**src/rtl/binary_min_heap_queue_macros.svh**
```systemverilog
// Assertion macros shared by the heap queue RTL.
`ifndef BINARY_MIN_HEAP_QUEUE_MACROS_SVH
`define BINARY_MIN_HEAP_QUEUE_MACROS_SVH

// Condition holds at every clock edge outside reset.
`define BMHQ_ASSERT(lbl, cond, msg) \
  lbl: assert property (@(posedge clk) disable iff (rst) (cond)) else $error(msg);

// Antecedent implies consequent in the same cycle.
`define BMHQ_ASSERT_IMPL(lbl, ante, cons, msg) \
  lbl: assert property (@(posedge clk) disable iff (rst) (ante) |-> (cons)) else $error(msg);

// Antecedent implies consequent in the next cycle.
`define BMHQ_ASSERT_NEXT(lbl, ante, cons, msg) \
  lbl: assert property (@(posedge clk) disable iff (rst) (ante) |=> (cons)) else $error(msg);

`endif

```
**src/rtl/bmhq_pkg.sv**
```systemverilog
// Types and constants of the binary min heap queue.
package bmhq_pkg;

  localparam int HEAP_SLOTS_DEF = 16;
  localparam int OP_W           = 2;
  localparam int KEY_W          = 32;
  localparam int PAY_W          = 32;
  localparam int STATUS_W       = 2;
  localparam int COUNT_W        = 4;

  // Operation codes
  localparam logic [OP_W-1:0] OP_INSERT = 2'd0;
  localparam logic [OP_W-1:0] OP_REMOVE = 2'd1;
  localparam logic [OP_W-1:0] OP_PEEK   = 2'd2;

  // Status codes
  localparam logic [STATUS_W-1:0] ST_OK    = 2'd0;
  localparam logic [STATUS_W-1:0] ST_FULL  = 2'd1;
  localparam logic [STATUS_W-1:0] ST_EMPTY = 2'd2;

  typedef struct packed {
    logic [OP_W-1:0]         opcode;
    logic signed [KEY_W-1:0] item_key;
    logic [PAY_W-1:0]        item_payload;
  } item_t;

  typedef struct packed {
    logic [STATUS_W-1:0] status;
    logic [PAY_W-1:0]    out_payload;
    logic [COUNT_W-1:0]  entry_count_out;
  } result_t;

  // One heap slot as stored in memory
  typedef struct packed {
    logic signed [KEY_W-1:0] key;
    logic [PAY_W-1:0]        payload;
  } entry_t;

  localparam int ENTRY_W = $bits(entry_t);

endpackage

```
**src/rtl/bmhq_ram.sv**
```systemverilog
// Generic single-write, single-read RAM with registered read data.
module bmhq_ram #(
  parameter int WIDTH = 64,
  parameter int DEPTH = 16
) (
  input  logic                     clk,
  input  logic                     we,
  input  logic [$clog2(DEPTH)-1:0] waddr,
  input  logic [WIDTH-1:0]         wdata,
  input  logic                     re,
  input  logic [$clog2(DEPTH)-1:0] raddr,
  output logic [WIDTH-1:0]         rdata
);

  logic [WIDTH-1:0] mem [DEPTH];

  // Write port
  always_ff @(posedge clk) begin
    if (we) begin
      mem[waddr] <= wdata;
    end
  end

  // Registered read port
  always_ff @(posedge clk) begin
    if (re) begin
      rdata <= mem[raddr];
    end
  end

endmodule

```
**src/rtl/bmhq_ctrl.sv**
```systemverilog
// Heap sequencer: decodes operations and walks sift up and sift down over the RAM.
`include "binary_min_heap_queue_macros.svh"

module bmhq_ctrl #(
  parameter int HEAP_SLOTS = bmhq_pkg::HEAP_SLOTS_DEF,
  parameter int AW         = $clog2(HEAP_SLOTS)
) (
  input  logic              clk,
  input  logic              rst,
  input  logic              item_valid,
  input  bmhq_pkg::item_t   item,
  output logic              busy,
  output logic              done,
  input  logic              take,
  output bmhq_pkg::result_t res,
  output logic              mem_we,
  output logic [AW-1:0]     mem_waddr,
  output logic [bmhq_pkg::ENTRY_W-1:0] mem_wdata,
  output logic              mem_re,
  output logic [AW-1:0]     mem_raddr,
  input  logic [bmhq_pkg::ENTRY_W-1:0] mem_rdata
);

  import bmhq_pkg::*;

  localparam int CW = (AW > COUNT_W) ? AW : COUNT_W;
  localparam logic [AW-1:0] CNT_FULL = AW'(HEAP_SLOTS - 1);
  localparam logic [AW-1:0] ROOT     = AW'(1);

  localparam logic [3:0] S_IDLE   = 4'd0;
  localparam logic [3:0] S_UP_RD  = 4'd1;
  localparam logic [3:0] S_UP_CMP = 4'd2;
  localparam logic [3:0] S_ROOT   = 4'd3;
  localparam logic [3:0] S_LAST   = 4'd4;
  localparam logic [3:0] S_DN_L   = 4'd5;
  localparam logic [3:0] S_DN_R   = 4'd6;
  localparam logic [3:0] S_DN_CMP = 4'd7;
  localparam logic [3:0] S_DONE   = 4'd8;

  logic [3:0]          state, state_next;
  logic [AW-1:0]       cnt, cnt_next;
  logic [AW-1:0]       pos, pos_next;
  logic [OP_W-1:0]     op, op_next;
  entry_t              hold, hold_next;
  entry_t              left, left_next;
  logic                has_right, has_right_next;
  logic [STATUS_W-1:0] status, status_next;
  logic [PAY_W-1:0]    pay, pay_next;

  entry_t        rd;
  entry_t        least;
  logic [AW-1:0] up;
  logic [AW:0]   lo, hi;
  logic          use_right;
  logic [CW-1:0] cnt_wide;

  assign rd        = entry_t'(mem_rdata);
  assign up        = pos >> 1;
  assign lo        = {pos, 1'b0};
  assign hi        = {pos, 1'b1};
  assign use_right = has_right && (rd.key < left.key);
  assign least     = use_right ? rd : left;

  // Sequence one operation; reads and writes never share a cycle
  always_comb begin
    state_next     = state;
    cnt_next       = cnt;
    pos_next       = pos;
    op_next        = op;
    hold_next      = hold;
    left_next      = left;
    has_right_next = has_right;
    status_next    = status;
    pay_next       = pay;
    mem_we         = 1'b0;
    mem_waddr      = pos;
    mem_wdata      = hold;
    mem_re         = 1'b0;
    mem_raddr      = ROOT;
    unique case (state)
      S_IDLE: begin
        if (item_valid) begin
          op_next     = item.opcode;
          hold_next   = '{key: item.item_key, payload: item.item_payload};
          status_next = ST_OK;
          pay_next    = '0;
          unique case (item.opcode)
            OP_INSERT: begin
              if (cnt == CNT_FULL) begin
                status_next = ST_FULL;
                state_next  = S_DONE;
              end else begin
                cnt_next   = cnt + 1'b1;
                pos_next   = cnt + 1'b1;
                state_next = S_UP_RD;
              end
            end
            OP_REMOVE, OP_PEEK: begin
              if (cnt == '0) begin
                status_next = ST_EMPTY;
                state_next  = S_DONE;
              end else begin
                mem_re     = 1'b1;
                mem_raddr  = ROOT;
                state_next = S_ROOT;
              end
            end
            default: state_next = S_DONE;
          endcase
        end
      end
      S_UP_RD: begin
        if (up == '0) begin
          mem_we     = 1'b1;
          mem_wdata  = hold;
          state_next = S_DONE;
        end else begin
          mem_re     = 1'b1;
          mem_raddr  = up;
          state_next = S_UP_CMP;
        end
      end
      S_UP_CMP: begin
        mem_we = 1'b1;
        if (hold.key < rd.key) begin
          mem_wdata  = rd;
          pos_next   = up;
          state_next = S_UP_RD;
        end else begin
          mem_wdata  = hold;
          state_next = S_DONE;
        end
      end
      S_ROOT: begin
        pay_next = rd.payload;
        if (op == OP_PEEK) begin
          state_next = S_DONE;
        end else begin
          cnt_next = cnt - 1'b1;
          if (cnt == ROOT) begin
            state_next = S_DONE;
          end else begin
            mem_re     = 1'b1;
            mem_raddr  = cnt;
            state_next = S_LAST;
          end
        end
      end
      S_LAST: begin
        hold_next  = rd;
        pos_next   = ROOT;
        state_next = S_DN_L;
      end
      S_DN_L: begin
        if (lo > {1'b0, cnt}) begin
          mem_we     = 1'b1;
          mem_wdata  = hold;
          state_next = S_DONE;
        end else begin
          mem_re     = 1'b1;
          mem_raddr  = lo[AW-1:0];
          state_next = S_DN_R;
        end
      end
      S_DN_R: begin
        left_next  = rd;
        state_next = S_DN_CMP;
        if (hi <= {1'b0, cnt}) begin
          mem_re         = 1'b1;
          mem_raddr      = hi[AW-1:0];
          has_right_next = 1'b1;
        end else begin
          has_right_next = 1'b0;
        end
      end
      S_DN_CMP: begin
        mem_we = 1'b1;
        if (least.key < hold.key) begin
          mem_wdata  = least;
          pos_next   = use_right ? hi[AW-1:0] : lo[AW-1:0];
          state_next = S_DN_L;
        end else begin
          mem_wdata  = hold;
          state_next = S_DONE;
        end
      end
      S_DONE: begin
        if (take) begin
          state_next = S_IDLE;
        end
      end
      default: state_next = S_IDLE;
    endcase
  end

  // Control state
  always_ff @(posedge clk) begin
    if (rst) begin
      state <= S_IDLE;
      cnt   <= '0;
    end else begin
      state <= state_next;
      cnt   <= cnt_next;
    end
  end

  // Working registers
  always_ff @(posedge clk) begin
    pos       <= pos_next;
    op        <= op_next;
    hold      <= hold_next;
    left      <= left_next;
    has_right <= has_right_next;
    status    <= status_next;
    pay       <= pay_next;
  end

  // Present the finished result
  assign cnt_wide            = CW'(cnt);
  assign busy                = (state != S_IDLE);
  assign done                = (state == S_DONE);
  assign res.status          = status;
  assign res.out_payload     = pay;
  assign res.entry_count_out = cnt_wide[COUNT_W-1:0];

  `BMHQ_ASSERT(a_cnt_range, cnt <= CNT_FULL, "entry count beyond capacity")
  `BMHQ_ASSERT_IMPL(a_no_slot0, mem_we || mem_re, (mem_we ? mem_waddr : mem_raddr) != '0, "slot zero accessed")
  `BMHQ_ASSERT_IMPL(a_one_access, mem_re, !mem_we, "read and write in one cycle")
  `BMHQ_ASSERT_NEXT(a_accept_busy, item_valid && !busy, busy, "accepted item did not start")

endmodule

```
**src/rtl/binary_min_heap_queue.sv**
```systemverilog
// Top level of the binary min heap priority queue.
//
//   channel | direction | handshake                  | payload
//   item    | in        | item_valid / item_stall    | bmhq_pkg::item_t
//   result  | out       | result_valid / result_stall| bmhq_pkg::result_t
//
// Insert moves the new entry up until the root or a compare stops it; remove
// moves the last entry to the root and down until a leaf or a compare stops
// it; peek and removal of the last entry read only the root; rejected, empty
// and no-op items skip the RAM. RAM reads and writes take turns, setting the pace.
// Reset (rst, synchronous) empties the heap at once; no clearing pass.
// One result may wait under result_stall while the next item runs; a second
// finished result holds item_stall high until the first drains.
`include "binary_min_heap_queue_macros.svh"

module binary_min_heap_queue #(
  parameter int HEAP_SLOTS = bmhq_pkg::HEAP_SLOTS_DEF
) (
  input  logic              clk,
  input  logic              rst,
  input  logic              item_valid,
  output logic              item_stall,
  input  bmhq_pkg::item_t   item,
  output logic              result_valid,
  input  logic              result_stall,
  output bmhq_pkg::result_t result
);

  import bmhq_pkg::*;

  localparam int AW = $clog2(HEAP_SLOTS);

  logic                busy;
  logic                done;
  logic                take;
  result_t             res;
  logic                mem_we;
  logic [AW-1:0]       mem_waddr;
  logic [ENTRY_W-1:0]  mem_wdata;
  logic                mem_re;
  logic [AW-1:0]       mem_raddr;
  logic [ENTRY_W-1:0]  mem_rdata;

  bmhq_ctrl #(
    .HEAP_SLOTS (HEAP_SLOTS),
    .AW         (AW)
  ) u_ctrl (
    .clk        (clk),
    .rst        (rst),
    .item_valid (item_valid),
    .item       (item),
    .busy       (busy),
    .done       (done),
    .take       (take),
    .res        (res),
    .mem_we     (mem_we),
    .mem_waddr  (mem_waddr),
    .mem_wdata  (mem_wdata),
    .mem_re     (mem_re),
    .mem_raddr  (mem_raddr),
    .mem_rdata  (mem_rdata)
  );

  bmhq_ram #(
    .WIDTH (ENTRY_W),
    .DEPTH (HEAP_SLOTS)
  ) u_ram (
    .clk   (clk),
    .we    (mem_we),
    .waddr (mem_waddr),
    .wdata (mem_wdata),
    .re    (mem_re),
    .raddr (mem_raddr),
    .rdata (mem_rdata)
  );

  assign item_stall = busy;

  // Load the output register when it is empty or being drained
  assign take = done && (!result_valid || !result_stall);

  always_ff @(posedge clk) begin
    if (rst) begin
      result_valid <= 1'b0;
    end else if (take) begin
      result_valid <= 1'b1;
    end else if (!result_stall) begin
      result_valid <= 1'b0;
    end
  end

  always_ff @(posedge clk) begin
    if (take) begin
      result <= res;
    end
  end

  `BMHQ_ASSERT_NEXT(a_take_shows, take, result_valid, "taken result not presented")
  `BMHQ_ASSERT_IMPL(a_done_busy, done, busy, "result pending while idle")
  `BMHQ_ASSERT_NEXT(a_result_hold, result_valid && result_stall, result_valid && $stable(result), "stalled result changed")

endmodule
```
**config.mk**
```make
export PLATFORM = sky130hd
export DESIGN_NAME = binary_min_heap_queue
export DESIGN_NICKNAME = d
export VERILOG_FILES = /design/src/rtl/bmhq_pkg.sv /design/src/rtl/bmhq_ram.sv /design/src/rtl/bmhq_ctrl.sv /design/src/rtl/binary_min_heap_queue.sv
export VERILOG_INCLUDE_DIRS = /design/src /design/src/rtl
export SDC_FILE = /design/constraint.sdc
export NUM_CORES = 1
export LEC_CHECK = 0
export BUFFER_PORTS_ARGS = -buffer_cell sky130_fd_sc_hd__buf_2
export CAP_MARGIN = 20
export CORE_MARGIN = 10
export CORE_UTILIZATION = 63
export DETAILED_ROUTE_END_ITERATION = 6
export MAX_ROUTING_LAYER = met4
export PLACE_DENSITY = 0.79
export SETUP_SLACK_MARGIN = 0.15
export SLEW_MARGIN = 20
export SYNTH_ARGS = -nofsm -noshare
export SYNTH_HDL_FRONTEND = slang
export SYNTH_SLANG_ARGS = --single-unit
export TNS_END_PERCENT = 30
```
**constraint.sdc**
```tcl
create_clock -name clk -period 7.2 [get_ports clk]
set_input_delay 1.08 -clock clk [delete_from_list [all_inputs] [get_ports clk]]
set_output_delay 1.08 -clock clk [all_outputs]
set_load 0.02 [all_outputs]
```
# After elaboration in Yosys (flattened, before gate mapping)
# Memory sizes are Yosys's and may differ from the RTL's. A register that Yosys moved wholly into a read port is not among the register bits.
# Index checks and enable logic that the tools add are counted.
[totals]
regBits = 216
ramBits = 1024
input_bits = 70
output_inout_bits = 40
word_cells = 119
mem_count = 1
[classes]
addsub = 2
magnitude_cmp = 5
eq_ne = 21
mux = 54
reduce_logical = 21
[mem_list]
columns = ["name", "depth", "word_bits", "read_ports", "rd_clocked_by_memory_dff", "wr", "line_no", "source"]
rows = [
  ["u_ram.mem", 16, 64, 1, 1, 1, "bmhq_ram.sv:15", "logic [WIDTH-1:0] mem [DEPTH];"],
]
[op_table]
columns = ["cell", "count"]
rows = [
  ["two-way mux 64 bit", 4],
  ["case mux 64 bit (2 select lines)", 2],
  ["< comparator 32 bit", 3],
  ["two-way mux 4 bit", 20],
  ["case mux 32 bit (2 select lines)", 1],
  ["case mux 4 bit (9 select lines)", 1],
  ["two-way mux 32 bit", 1],
  ["case mux 4 bit (4 select lines)", 2],
  ["== test 4 x 3 -> 1 bit (second input constant)", 4],
  ["two-way mux 1 bit", 16],
  ["case mux 4 bit (2 select lines)", 2],
  ["logical NOT 4 bit", 3],
  ["== test 4 x 1 -> 1 bit (second input constant)", 2],
  ["== test 4 x 2 -> 1 bit (second input constant)", 2],
  ["== test 4 bit (second input constant)", 2],
  ["inequality test 2 x 1 -> 1 bit (second input constant)", 4],
  ["inequality test 2 bit (second input constant)", 4],
  ["AND reduction 2 bit", 4],
  ["nonzero test 4 bit", 2],
  ["AND reduction 6 bit", 1],
  ["greater-than comparator 5 x 4 -> 1 bit", 1],
  ["less-or-equal comparator 5 x 4 -> 1 bit", 1],
  ["case mux 1 bit (5 select lines)", 1],
  ["AND reduction 5 bit", 1],
  ["14 further kinds", 19],
]

# Depth between registers and ports, before layout
[depth]
depth_word = 6
ltp_mapped = 24
depth_no_buf = 21

# Cells and area by module
# A second synthesis with hierarchy kept.
[hier_totals]
cells_unflattened = 2719
hier_area_um2 = 52306.4
[modules_own_cells]
columns = ["module", "n_inst", "cells_each", "area_each_um2", "seq_area_each_um2"]
rows = [
  ["bmhq_ram", 1, 1647, 40223.6, 32671.3],
  ["bmhq_ctrl", 1, 1030, 10905.5, 5235.0],
  ["binary_min_heap_queue", 1, 42, 1177.4, 1161.1],
]

# Worst setup path before layout
# OpenSTA, ideal clock, no wires.
[synth_path]
path_kind = "flip-flop to flip-flop"
start = "reg u_ram.rdata[62], read port of u_ram.mem"
end = "mem u_ram.mem[0][10] (data pin)"
setup_ns = 0.307
arrival_time_ns = 5.076
required_ns = 6.893
setup_slack_ns = 1.817
stages_incl_launch_ff = 24
n_path_buf = 3
synth_period_minus_slack_ns = 5.383
path_cell_list = "edfxtp_1 > ha_1 > a21oi_1 > nand2_1 > a221oi_1 > nand2_1 > or3_1 > nand3_1 > clkbuf_1 > nand2_1 > o21ai_0 > ha_1 > a21o_1 > a211oi_1 > o21ai_0 > a31o_2 > a31oi_1 > nand3_1 > o21ai_2 > mux2i_1 > or2_1 > buf_4 > buf_6 > a221o_1"
[synth_between]
elab_chain_len = 6
elab_cells_between_ends = 8
cone_classes = "order compare: 3; mux: 4; reduce/logical: 1"
[synth_rtl]
columns = ["element", "line_no", "source"]
rows = [
  ["start: declaration", "bmhq_ram.sv:12", "output logic [WIDTH-1:0] rdata"],
  ["< comparator 32 bit", "bmhq_ctrl.sv:61", "assign use_right = has_right && (rd.key < left.key);"],
  ["logical AND 1 bit", "bmhq_ctrl.sv:61", ""],
  ["two-way mux 64 bit", "bmhq_ctrl.sv:62", "assign least = use_right ? rd : left;"],
  ["< comparator 32 bit", "bmhq_ctrl.sv:178", "if (least.key < hold.key) begin"],
  ["two-way mux 64 bit", "bmhq_ctrl.sv:178", ""],
  ["case mux 64 bit (2 select lines) (*)", "bmhq_ctrl.sv:80", "unique case (state)"],
  ["named net mem_wdata[10]", "binary_min_heap_queue.sv:39", "logic [ENTRY_W-1:0] mem_wdata;"],
  ["end: declaration", "bmhq_ram.sv:15", ""],
]
# Mark *: on every way through the listed nets, which the timed path passes. The rest lies on a longest branch.

# Worst setup path in the final report
[layout_path]
start = "reg u_ram.rdata[63], read port of u_ram.mem"
end = "mem u_ram.mem[7][12] (data pin)"
# The elaborated chain is that of the path after synthesis.

==> impl_metrics.py <==
metrics = {
    "run_status": {
        "status": "completed",
    },
    "clocking": {
        "clkSinkCount": 1304,
        "root_buffer": "clkbuf_16",
        "cts_buffers": 120,
        "cts_tree": "yes",
        "cts.clk_slew.worst_paths_ns": 0.07,
        "htree_levels": 3,
        "clk_latency_ns": 0.72,
        "cts.path.max_buffers": 3,
    },
    "cells_and_area": {
        "regArea_sq_um": 39100,
        "multi_input_area_sq_um": 14000,
        "nets": 4098,
        "area_growth_pct": 11.2,
        "drive_above_1_share": 0.119,
        "nFillCells": 5251,
        "diodes": 0,
    },
    "run": {
        "cap_violations": 0,
    },
    "die": {
        "num_rows": 107,
        "core-area_sq_um": 85300,
        "start_util": 0.636,
        "dieArea_sq_um": 98300,
        "die_y_um": 314,
        "dieWidth_um": 314,
        "io_pins": 110,
    },
    "sta": {
        "drv_slew": 0,
        "hold_violations": 0,
        "fin_setup_tns_ns": 0,
        "fin_crit_sh": 0.927,
        "clock_skew_ns": 0.0445,
        "rsz0062_at_grt": "yes",
        "finalSetupViolCount": 0,
        "period_minus_slack_ns": 6.67,
        "tightest_slew_ns": 1.11,
        "max_freq_mhz": 150,
        "whs_ns": 0.411,
        "slew_headroom": 0.257,
    },
    "drt": {
        "dr.pass1.iters": 6,
        "drt-total-wl_mm": 132,
        "vias": 33900,
        "drc": 0,
        "drt_iter0_drc": 4080,
        "wire_per_inst_um": 25.6,
        "ant_nets": 0,
        "avgViaCountPerCell": 6.56,
    },
    "grt": {
        "grt_pass1_wl_mm": 198,
        "antenna_found_initial": 0,
        "grt_usage": 0.271,
        "grt_pass1_vias": 32700,
        "grt-ovfl-total": 0,
        "grt_start_max_net_pins": 194,
    },
    "synth": {
        "syn_nets": 4045,
        "syn_avg_cell_area_sq_um": 14.0,
        "ys_dominant_reg_cell": "edfxtp_1",
        "ys_ff_latch": 1304,
        "synth.largest_area_cell": "edfxtp_1",
        "post-synth-top-count-cell": "edfxtp_1",
        "synthTopCellsByArea": "edfxtp_1 72%, a211oi_1 4.6%, nand2_1 4.3%",
        "post-synth-top-area-fraction": 0.717,
        "async_reset_ff_frac": 0,
        "syn-cell-area_sq_um": 54300,
        "synth_edf_count": 1295,
        "yosys_warnings": 0,
        "ys_seq_area_frac": 0.720,
        "synth.top_cells.by_count": "1295 x edfxtp_1, 616 x nand2_1, 329 x a211oi_1",
        "ys_types": 63,
        "synth_cells": 3872,
    },
    "setup_path": {
        "arrival_ns": 7.09,
        "startpoint_type": "flip-flop",
        "worst_setup_path_end_kind": "flip-flop",
        "cp_max_fo": 33,
        "cp_data_required_time_ns": 7.62,
        "critical_path_class": "flip-flop to flip-flop",
    },
    "power": {
        "finalPower_mw": 18.5,
        "power_density_nw_per_um2": 306,
        "p_leak_nw": 20.4,
        "irDropWorstVdd_mv": 0.220,
    },
    "placed_design": {
        "hpwl_mm": 71.0,
        "io_buffers": 109,
        "place.gp.congestion": 0.901,
    },
    "worst_hold_path": {
        "hp-class": "flip-flop to flip-flop",
    },
}
==> kinds of logic after synthesis <==
family                     Yosys count  synth area share
and+or+nand+nor                   1062            0.0921
AOI/OAI and AO/OA                  957             0.123
DFF                               1304             0.720
buffers and inverters              374            0.0264
muxes                               66            0.0137
xor gates and xnor gates             6          0.000968
adders and majority gates          103            0.0237
==> cell type report <==
cell class	count	share of cell area
Timing Repair Buffer	191	0.0238
Multi-Input combinational cell	2194	0.232
Tap cell	1144	0.0237
Sequential cell	1304	0.647
Clock buffer	143	0.0520
Clock inverter	85	0.0139
Inverter	114	0.00711
==> state kept, by name (all words and copies together), names as in the netlist <==
| signal | flops |
|---|---|
| u_ctrl.pay | 32 |
| u_ctrl.hold | 64 |
| u_ctrl.has_right | 1 |
| result | 38 |
| u_ctrl.left | 64 |
| u_ctrl.status | 2 |
| u_ctrl.state | 4 |
| u_ram.rdata | 64 |
| result_valid | 1 |
| u_ctrl.cnt | 4 |
| u_ctrl.mem_waddr | 4 |
| u_ctrl.op | 2 |
| u_ram.mem | 1024 |
==> repair_timing <==
item | CTS | global route
hold endpoints to repair | 0 | 0
hold buffers | 0 | 0
gates resized for setup | 0 | 0
buffers inserted | 0 | 2
setup endpoints to repair | 0 | 330
==> layer usage <==
layer	GRT usage	wire length (um)	vias up
li1	-	-	15000
met1	0.355	49600	16700
met2	0.434	64900	1951
met3	0.0408	13300	282
met4	0.0957	4420	0
met5	-	0	-
==> report_power, final <==
group	internal (mW)	switching, mW
registers	9.32	0.243
clock network	3.65	2.75
logic	0.658	1.85
==> cell usage in the layout (no fill, tap or decap), types with 5 or more instances in the layout <==
cell type	Yosys	routed
ha_1	103	103
and3_1	36	36
o21ai_0	83	83
xnor2_1	6	6
clkbuf_16	0	121
nand4_1	13	13
a221o_1	36	36
inv_1	114	113
buf_12	0	19
a311oi_1	128	128
nor2_1	41	25
a21o_1	18	18
clkbuf_1	242	19
a211oi_1	329	329
nor2_4	0	16
edfxtp_1	1295	1295
nand2_1	616	614
buf_4	1	61
a21oi_1	168	167
nand2b_1	10	10
a31oi_1	132	132
dfxtp_1	9	9
nor4_1	6	6
mux2_2	65	65
or3_1	5	5
nand3_1	18	17
a22oi_1	33	32
and2_1	275	275
clkinv_2	0	32
and2_0	16	16
buf_2	4	109
clkinv_1	0	25
bufinv_16	0	15
clkinvlp_4	0	7
nor3_1	8	8
==> final timing paths <==
check,from,to,slack (ns),cells past startpoint
hold / removal,u_ctrl.pay[12]$_SDFFCE_PN0P_,result[16]$_DFFE_PP_,0.41,0
setup reg to reg,u_ram.rdata[63]$_DFFE_PP_,u_ram.mem[7][12]$_DFFE_PP_,0.53,20
hold reg to reg,u_ctrl.pay[12]$_SDFFCE_PN0P_,result[16]$_DFFE_PP_,0.41,0
setup / recovery,u_ram.rdata[63]$_DFFE_PP_,u_ram.mem[7][12]$_DFFE_PP_,0.53,20
==> critical path: stages (launching register included) <==
cell,delay [ns]
edfxtp_1,0.45
ha_1,0.47
nand4_2,0.18
or4_4,0.58
a31oi_4,0.21
or3_1,0.17
nand3_2,0.33
buf_12,0.31
o21ai_0,0.23
ha_1,0.36
nand4_1,0.13
nor3_1,0.06
a221o_1,0.30
a41o_1,0.23
a31oi_1,0.25
nand3_1,0.15
o21ai_2,0.25
mux2i_2,0.26
or2_2,0.49
buf_4,0.36
a221o_1,0.51
==> stage by stage <==
stage	setup WS, ns	area [sq um]	utilization	cells
2_1_floorplan	1.82	54300	-	3872
5_1_grt	0.0991	60300	0.708	5175
6_report	0.528	60300	0.708	5175
3_3_place_gp	0.743	56300	0.660	4943
4_1_cts	0.486	60300	0.707	5173
3_5_place_dp	0.558	56300	0.661	4945
(Power assumes the default switching activity.)
